[src/rtl/core/spl_pkg.sv]
// ----------------------------------------------------------------------------
// spl_pkg : shared definitions for the sensor pair line parser
// Scan phase codes, character codes, character classes and the result struct.
// ----------------------------------------------------------------------------
package spl_pkg;

   localparam int unsigned PHASE_W = 3;

   // scan phase codes
   localparam logic [PHASE_W-1:0] PH_SEARCH = 3'd0;
   localparam logic [PHASE_W-1:0] PH_FIRST  = 3'd1;
   localparam logic [PHASE_W-1:0] PH_GAP1   = 3'd2;
   localparam logic [PHASE_W-1:0] PH_GAP2   = 3'd3;
   localparam logic [PHASE_W-1:0] PH_SECOND = 3'd4;
   localparam logic [PHASE_W-1:0] PH_DONE   = 3'd5;

   localparam logic [7:0] CHAR_CR    = 8'h0D;
   localparam logic [7:0] CHAR_LF    = 8'h0A;
   localparam logic [7:0] CHAR_COMMA = 8'h2C;
   localparam logic [7:0] CHAR_ZERO  = 8'h30;
   localparam logic [7:0] CHAR_NINE  = 8'h39;
   localparam logic [7:0] CHAR_TAB   = 8'h09;
   localparam logic [7:0] CHAR_SPACE = 8'h20;

   localparam int unsigned OUT_W = 32;

   typedef struct packed {
      logic             emit;
      logic [OUT_W-1:0] controller_id;
      logic [OUT_W-1:0] bit_mask;
      logic             value_saturated;
   } scan_result_type;

   function automatic logic is_digit(input logic [7:0] c);
      return (c >= CHAR_ZERO) && (c <= CHAR_NINE);
   endfunction

   // space, tab, LF, VT, FF, CR
   function automatic logic is_space(input logic [7:0] c);
      return (c == CHAR_SPACE) || ((c >= CHAR_TAB) && (c <= CHAR_CR));
   endfunction

endpackage

[src/rtl/core/spl_scan.sv]
// ----------------------------------------------------------------------------
// spl_scan : line scanner state and per-beat update
// Tracks CR LF line ends, the pair match phase and the two decimal values.
// ----------------------------------------------------------------------------
module spl_scan #(
   parameter int unsigned VALUE_BITS = 32
) (
   input  logic                     clock,
   input  logic                     reset,
   input  logic                     step,
   input  logic [7:0]               rx_byte,
   output spl_pkg::scan_result_type scan_res
);

   logic [spl_pkg::PHASE_W-1:0] phase_ff, phase_in;
   logic [VALUE_BITS-1:0]       first_ff, first_in;
   logic [VALUE_BITS-1:0]       second_ff, second_in;
   logic                        cr_pending_ff, cr_pending_in;
   logic                        clamp_ff, clamp_in;

   logic [spl_pkg::PHASE_W-1:0] ph_mid;
   logic                        dg, ws, cm, line_end;
   logic [3:0]                  digit;
   logic [VALUE_BITS-1:0]       acc_src, acc_val;
   logic [VALUE_BITS+3:0]       acc_sum;
   logic                        acc_ovf;
   logic [VALUE_BITS+31:0]      first_ext, second_ext;

   assign dg       = spl_pkg::is_digit(rx_byte);
   assign ws       = spl_pkg::is_space(rx_byte);
   assign cm       = (rx_byte == spl_pkg::CHAR_COMMA);
   assign digit    = rx_byte[3:0];
   assign line_end = cr_pending_ff && (rx_byte == spl_pkg::CHAR_LF);

   // pending CR that was not followed by LF acts as whitespace first
   always_comb begin
      ph_mid = phase_ff;
      if (cr_pending_ff) begin
         unique case (phase_ff)
            spl_pkg::PH_SEARCH: ph_mid = spl_pkg::PH_SEARCH;
            spl_pkg::PH_FIRST:  ph_mid = spl_pkg::PH_GAP1;
            spl_pkg::PH_GAP1:   ph_mid = spl_pkg::PH_GAP1;
            spl_pkg::PH_GAP2:   ph_mid = spl_pkg::PH_GAP2;
            default:            ph_mid = spl_pkg::PH_DONE;
         endcase
      end
   end

   // value*10 + digit, saturating at VALUE_BITS
   always_comb begin
      unique case (ph_mid)
         spl_pkg::PH_FIRST:  acc_src = first_ff;
         spl_pkg::PH_SECOND: acc_src = second_ff;
         default:            acc_src = '0;
      endcase
      acc_sum = ({4'b0, acc_src} << 3) + ({4'b0, acc_src} << 1)
              + {{VALUE_BITS{1'b0}}, digit};
      acc_ovf = |acc_sum[VALUE_BITS+3:VALUE_BITS];
      acc_val = acc_ovf ? {VALUE_BITS{1'b1}} : acc_sum[VALUE_BITS-1:0];
   end

   always_comb begin
      phase_in      = phase_ff;
      first_in      = first_ff;
      second_in     = second_ff;
      clamp_in      = clamp_ff;
      cr_pending_in = 1'b0;
      if (line_end) begin
         phase_in  = spl_pkg::PH_SEARCH;
         first_in  = '0;
         second_in = '0;
         clamp_in  = 1'b0;
      end else if (rx_byte == spl_pkg::CHAR_CR) begin
         phase_in      = ph_mid;
         cr_pending_in = 1'b1;
      end else begin
         phase_in = ph_mid;
         unique case (ph_mid)
            spl_pkg::PH_SEARCH: begin
               if (dg) begin
                  phase_in  = spl_pkg::PH_FIRST;
                  first_in  = acc_val;
                  second_in = '0;
                  clamp_in  = 1'b0;
               end
            end
            spl_pkg::PH_FIRST: begin
               priority if (dg) begin
                  first_in = acc_val;
                  clamp_in = clamp_ff | acc_ovf;
               end else if (ws) begin
                  phase_in = spl_pkg::PH_GAP1;
               end else if (cm) begin
                  phase_in = spl_pkg::PH_GAP2;
               end else begin
                  phase_in = spl_pkg::PH_SEARCH;
               end
            end
            spl_pkg::PH_GAP1: begin
               priority if (dg) begin
                  phase_in  = spl_pkg::PH_FIRST;
                  first_in  = acc_val;
                  second_in = '0;
                  clamp_in  = 1'b0;
               end else if (cm) begin
                  phase_in = spl_pkg::PH_GAP2;
               end else if (!ws) begin
                  phase_in = spl_pkg::PH_SEARCH;
               end else begin
                  phase_in = spl_pkg::PH_GAP1;
               end
            end
            spl_pkg::PH_GAP2: begin
               priority if (dg) begin
                  phase_in  = spl_pkg::PH_SECOND;
                  second_in = acc_val;
                  clamp_in  = clamp_ff | acc_ovf;
               end else if (!ws) begin
                  phase_in = spl_pkg::PH_SEARCH;
               end else begin
                  phase_in = spl_pkg::PH_GAP2;
               end
            end
            spl_pkg::PH_SECOND: begin
               if (dg) begin
                  second_in = acc_val;
                  clamp_in  = clamp_ff | acc_ovf;
               end else begin
                  phase_in = spl_pkg::PH_DONE;
               end
            end
            default: phase_in = spl_pkg::PH_DONE;
         endcase
      end
   end

   always_ff @(posedge clock) begin
      if (reset) begin
         phase_ff      <= spl_pkg::PH_SEARCH;
         cr_pending_ff <= 1'b0;
         clamp_ff      <= 1'b0;
      end else if (step) begin
         phase_ff      <= phase_in;
         cr_pending_ff <= cr_pending_in;
         clamp_ff      <= clamp_in;
      end
   end

   always_ff @(posedge clock) begin
      if (step) begin
         first_ff  <= first_in;
         second_ff <= second_in;
      end
   end

   assign first_ext  = {32'b0, first_ff};
   assign second_ext = {32'b0, second_ff};

   always_comb begin
      scan_res.emit = line_end &&
         ((phase_ff == spl_pkg::PH_SECOND) || (phase_ff == spl_pkg::PH_DONE));
      scan_res.controller_id   = first_ext[spl_pkg::OUT_W-1:0];
      scan_res.bit_mask        = second_ext[spl_pkg::OUT_W-1:0];
      scan_res.value_saturated = clamp_ff;
   end

   a_emit_needs_cr: assert property (@(posedge clock) disable iff (reset)
      scan_res.emit |-> cr_pending_ff)
      else $error("result raised without a pending CR");

   a_cr_sets_pending: assert property (@(posedge clock) disable iff (reset)
      (step && (rx_byte == spl_pkg::CHAR_CR)) |=> cr_pending_ff)
      else $error("CR beat did not leave a pending CR");

   a_line_end_clears: assert property (@(posedge clock) disable iff (reset)
      (step && line_end) |=> (phase_ff == spl_pkg::PH_SEARCH) && !cr_pending_ff
                             && !clamp_ff)
      else $error("line end did not clear the scan state");

endmodule

[src/rtl/core/spl_rsp.sv]
// ----------------------------------------------------------------------------
// spl_rsp : result register
// Holds one result beat until the consumer takes it.
// ----------------------------------------------------------------------------
module spl_rsp (
   input  logic                     clock,
   input  logic                     reset,
   input  logic                     load,
   input  spl_pkg::scan_result_type load_res,
   input  logic                     rsp_stall,
   output logic                     free,
   output logic                     rsp_valid,
   output logic [spl_pkg::OUT_W-1:0] rsp_controller_id,
   output logic [spl_pkg::OUT_W-1:0] rsp_bit_mask,
   output logic                     rsp_value_saturated
);

   logic                      valid_ff, valid_in;
   logic [spl_pkg::OUT_W-1:0] id_ff, mask_ff;
   logic                      sat_ff;

   // free when empty or being drained this cycle
   assign free     = !valid_ff || !rsp_stall;
   assign valid_in = load || (valid_ff && rsp_stall);

   always_ff @(posedge clock) begin
      if (reset) begin
         valid_ff <= 1'b0;
      end else begin
         valid_ff <= valid_in;
      end
   end

   always_ff @(posedge clock) begin
      if (load) begin
         id_ff   <= load_res.controller_id;
         mask_ff <= load_res.bit_mask;
         sat_ff  <= load_res.value_saturated;
      end
   end

   assign rsp_valid           = valid_ff;
   assign rsp_controller_id   = id_ff;
   assign rsp_bit_mask        = mask_ff;
   assign rsp_value_saturated = sat_ff;

   a_no_overwrite: assert property (@(posedge clock) disable iff (reset)
      load |-> free)
      else $error("result register loaded while a stalled beat is held");

endmodule

[src/rtl/core/sensor_pair_line_parser.sv]
// ----------------------------------------------------------------------------
// sensor_pair_line_parser : CR LF line parser for "id , mask" pairs
// Scans a byte stream and reports the first decimal pair of each line that has one.
// ----------------------------------------------------------------------------
//  channel | direction | handshake            | payload
//  --------+-----------+----------------------+----------------------------------
//  req     | in        | req_valid/req_stall  | req_rx_byte[7:0]
//  rsp     | out       | rsp_valid/rsp_stall  | rsp_controller_id[31:0],
//          |           |                      | rsp_bit_mask[31:0], rsp_value_saturated
//
//  One byte per clock while req_stall is low; the LF beat that ends a line is
//  taken into the input register, and its result then into the result register.
//  The scan update (one x10 + digit add with overflow check) sits between the
//  input register and the state/result registers.
//  Synchronous active-high reset clears scan phase, pending CR and valids.
//  req_stall rises only while a line-ending beat waits on a full, stalled
//  result register; ordinary bytes keep flowing while a result is held.
// ----------------------------------------------------------------------------
module sensor_pair_line_parser #(
   parameter int unsigned VALUE_BITS = 32
) (
   input  logic        clock,
   input  logic        reset,
   input  logic        req_valid,
   output logic        req_stall,
   input  logic [7:0]  req_rx_byte,
   output logic        rsp_valid,
   input  logic        rsp_stall,
   output logic [31:0] rsp_controller_id,
   output logic [31:0] rsp_bit_mask,
   output logic        rsp_value_saturated
);

   // input register
   logic       in_valid_ff, in_valid_in;
   logic [7:0] in_byte_ff;
   logic       req_take;

   // scan and result register hookup
   spl_pkg::scan_result_type scan_res;
   logic                     out_free;
   logic                     advance;

   // a beat in the input register moves on unless it produces a result
   // that the result register cannot take this cycle
   assign advance   = in_valid_ff && (!scan_res.emit || out_free);
   assign req_stall = in_valid_ff && !advance;
   assign req_take  = req_valid && !req_stall;

   assign in_valid_in = req_take || (in_valid_ff && !advance);

   always_ff @(posedge clock) begin
      if (reset) begin
         in_valid_ff <= 1'b0;
      end else begin
         in_valid_ff <= in_valid_in;
      end
   end

   always_ff @(posedge clock) begin
      if (req_take) begin
         in_byte_ff <= req_rx_byte;
      end
   end

   spl_scan #(
      .VALUE_BITS (VALUE_BITS)
   ) u_scan (
      .clock    (clock),
      .reset    (reset),
      .step     (advance),
      .rx_byte  (in_byte_ff),
      .scan_res (scan_res)
   );

   spl_rsp u_rsp (
      .clock               (clock),
      .reset               (reset),
      .load                (advance && scan_res.emit),
      .load_res            (scan_res),
      .rsp_stall           (rsp_stall),
      .free                (out_free),
      .rsp_valid           (rsp_valid),
      .rsp_controller_id   (rsp_controller_id),
      .rsp_bit_mask        (rsp_bit_mask),
      .rsp_value_saturated (rsp_value_saturated)
   );

   // a held input beat means the result side is full and stalled
   a_hold_cause: assert property (@(posedge clock) disable iff (reset)
      (in_valid_ff && !advance) |-> (rsp_valid && rsp_stall && scan_res.emit))
      else $error("input beat held without a blocked result");

   // a held beat is still there next cycle with the same byte
   a_hold_keeps: assert property (@(posedge clock) disable iff (reset)
      (in_valid_ff && !advance) |=> (in_valid_ff && $stable(in_byte_ff)))
      else $error("held input beat lost or changed");

endmodule

[config.mk]
export PLATFORM = sky130hd
export DESIGN_NAME = sensor_pair_line_parser
export DESIGN_NICKNAME = d
export VERILOG_FILES = /design/src/rtl/core/spl_pkg.sv /design/src/rtl/core/spl_scan.sv /design/src/rtl/core/spl_rsp.sv /design/src/rtl/core/sensor_pair_line_parser.sv
export SDC_FILE = /design/constraint.sdc
export NUM_CORES = 1
export LEC_CHECK = 0
export ABC_CLOCK_PERIOD_IN_PS = 5190
export BUFFER_PORTS_ARGS = -buffer_cell sky130_fd_sc_hd__buf_2
export CORE_MARGIN = 2
export CORE_UTILIZATION = 31
export CTS_CLUSTER_SIZE = 24
export DETAILED_ROUTE_END_ITERATION = 12
export PLACE_DENSITY_LB_ADDON = 0.2
export SYNTH_ARGS = -nofsm -noshare
export SYNTH_HDL_FRONTEND = slang
export SYNTH_HIERARCHICAL = 1
export SYNTH_SLANG_ARGS = --single-unit
[constraint.sdc]
create_clock -name clock -period 5.19 [get_ports clock]
set_input_delay 0.2595 -clock clock [delete_from_list [all_inputs] [get_ports clock]]
set_output_delay 0.2595 -clock clock [all_outputs]
set_load 0.02 [all_outputs]
==> metrics.csv <==
metric;value;unit
outcome;finished clean;
GR Util All Layers;0.1455;
setup ws final;0.4249;ns
Critical Path Source Type;flop;
drt drc;0;
EDFF count, synth;137;
Site Rows;58;
Root Driver;clkbuf_16;
RSZ-0062 raised after global routing;false;
Setup TNS;0;ns
syn_nets;748;
fin area;9309;um2
Int Power;1.985;mW
r2r setup slk;0.42;ns
Clock Sinks;144;
dpl cell area;8645;um2
Leak Pwr;3.783;nW
Slew Viols, Final;0;
number of port buffers;78;
CTS tree;built;
Via Count;5592;
grt total ovfl;0;
Hold Slack;0.02180;ns
Worst EP arrival;4.88;ns
number of global-route vias before repair;5652;
most frequent cells in the layout;137 x edfxtp_1, 103 x a21oi_1, 78 x buf_2;
Core ar.;24960;um2
crit path time final;4.765;ns
Yosys reg bits;144;
Seq pwr share;0.508;
Iter 0 DRT Violations;337;
post-synthesis async set-or-reset flop share;0;
commonest non-fill, non-tap cell in the layout;edfxtp_1;
CTS Buffer Depth;2;
final wirelength;18570;um
Final #Nets;841;
Setup CP Type;reg -> reg;
drt via density;5.051;
Starting Density;0.3128;
critical path data required time;5.30;ns
# Post-CTS Setup Buffers;0;
fin crit share;0.9181;
worst skew pair latency;0.42;ns
Peak Freq;209.9;MHz
Switching Fraction;0.2046;
Die Span Y;162.7;um
die footprint;26470;um2
area delta synth->final;19.23;%
initial antenna violation count;0;
top_reg_cell synth;edfxtp_1;
sw power;0.5108;mW
CTS clk-pin slew, worst paths;0.07;ns
Clock Skew;0.01110;ns
HPWL Detailed;13310;um
first-pass GRT wire length;30080;um
Critical Path End Type;flop;
final hold vios;0;
Slew Limit Headroom;0.2837;
routability cong.;0.8449;
final instance count without filler cells;1107;
clock group share of total power;0.479;
P per Cell Area;268.2;nW/um2
library cells used by synthesis;59;
Crit Path Max Fanout;34;
worst-case vdd ir drop;0.1724;mV
Syn Std Cell Area;7807;um2
TritonRoute pass-1 iters;5;
worst slew pin tran;1.074;ns
antenna cells;0;
drt wl/cell;16.78;um
CTS buffer count;17;
Worst Setup Slack post-DPL;0.3566;ns
layout cell share with drive strength beyond 1;0.1879;
largest net degree at the start of global routing;39;
Syn Area/Cell;11.64;um2
register area share after synthesis;0.5449;
Synth Warn #;6;
DRT antenna net count;0;
Final Setup Violations;0;
I/O pins;79;
max-cap violations;0;
Worst Hold Class;in -> reg;
dpl cells;1068;
Comb pwr share;0.013;
CTS H-tree lvls;4;
synthesized instance count;671;
Die Wd;162.7;um
-- area by class of cell --
cell class                 instances  area [um2]
clock inverter                    13       138.9
timing repair buffer             106       634.4
fill                            2469       15660
tap                              330       412.9
multi-input combinational        466        3327
sequential                       144        4254
inverter                          29       108.9
clock buffer                      19       432.9
-- registers in the layout, indices dropped and copies added, names as in the netlist --
name,cells
u_rsp/rsp_bit_mask,32
u_rsp/rsp_controller_id,32
u_scan/first_ff,32
u_scan/second_ff,32
in_byte_ff,8
u_scan/phase_ff,3
in_valid_ff,1
u_rsp/rsp_valid,1
u_rsp/rsp_value_saturated,1
u_scan/clamp_ff,1
u_scan/cr_pending_ff,1
-- per-stage QoR --
| stage | utilization | total power [mW] |
|---|---|---|
| 5_1_grt | 0.3729 | 2.585 |
| 3_3_place_gp | 0.3463 | 1.321 |
| 3_5_place_dp | 0.3463 | 1.322 |
| 2_1_floorplan | - | 1.309 |
| 4_1_cts | 0.3720 | 2.525 |
| 6_report | 0.3729 | 2.496 |
-- path summary, 6_finish.rpt --
| check | startpoint | to | cells after the start |
|---|---|---|---|
| setup / recovery | u_scan/phase_ff[2]$_SDFFE_PP0P_ | u_scan/second_ff[20]$_SDFFCE_PP0P_ | 15 |
| hold / removal | req_rx_byte[2] | in_byte_ff[2]$_DFFE_PP_ | 1 |
| setup reg to reg | u_scan/phase_ff[2]$_SDFFE_PP0P_ | u_scan/second_ff[20]$_SDFFCE_PP0P_ | 15 |
| hold reg to reg | u_scan/first_ff[12]$_SDFFCE_PP0P_ | u_rsp/rsp_controller_id[12]$_DFFE_PP_ | 0 |
-- power by group through the flow --
stage / Combinational, mW / Sequential [mW] / Clock [mW]
floorplan: 0.0167 / 1.29 / 0
global placement: 0.0272 / 1.29 / 0
detailed placement: 0.0276 / 1.29 / 0
CTS: 0.0316 / 1.27 / 1.22
global route: 0.0362 / 1.27 / 1.28
finish: 0.0316 / 1.27 / 1.20
-- kinds of logic after synthesis --
family                   synth area share
XOR/XNOR                          0.02692
flip-flops                         0.5449
AO/OA/AOI/OAI                      0.1936
multiplexers                     0.001442
adder cells (fa/ha/maj)            0.1061
buffers and inverters             0.03638
AND/OR/NAND/NOR                   0.09071
-- critical path, cell delays in order, from the launching register on --
cell and delay, ns:
dfxtp_1 0.43, nand2b_1 0.15, nor3_2 0.34, buf_4 0.31, a22o_1 0.25, ha_1 0.27
ha_1 0.40, a21o_1 0.22, o21bai_1 0.19, a21oi_1 0.16, a31oi_1 0.12, or4_1 0.52
a22o_1 0.28, nor4_4 0.37, buf_6 0.32, a21oi_1 0.11
-- synth_stat cells, types with 3 or more instances --
cell	instances	share of area
clkbuf_1	22	0.011
a22oi_1	3	0.0029
a211oi_1	5	0.0048
o21a_1	9	0.0087
a21o_1	9	0.0087
or3_1	5	0.0040
nor2b_1	4	0.0032
and2_1	4	0.0032
inv_1	29	0.014
nor4_1	3	0.0024
o211ai_1	3	0.0029
a21boi_0	3	0.0029
nor3_1	14	0.0090
o21bai_1	6	0.0058
a22o_1	31	0.035
a21oi_1	104	0.067
nand2b_1	5	0.0040
o21ai_0	33	0.021
buf_6	6	0.0087
o22ai_1	4	0.0032
nand4_1	8	0.0064
dfxtp_1	7	0.018
or4_1	3	0.0029
nor2_1	32	0.015
and3_1	10	0.0080
edfxtp_1	137	0.53
nand2_1	29	0.014
a31oi_1	6	0.0048
xnor2_1	15	0.017
xor2_1	9	0.010
nand3_1	8	0.0051
nand3b_1	4	0.0038
o21ai_1	4	0.0026
ha_1	63	0.10
-- layer usage --
layer	share of wire	track usage
met1	0.49	0.1993
met2	0.47	0.2373
met3	0.029	0.02827
met4	0.011	0.03660
met5	0	0
-- repair_timing --
item                                   in CTS  in global routing
hold buffers                                7                  0
resized for setup                           0                  4
endpoints found under the hold margin       7                  0
setup endpoints to repair                   0                 34
No activity file was read; power rests on OpenSTA's default activity.
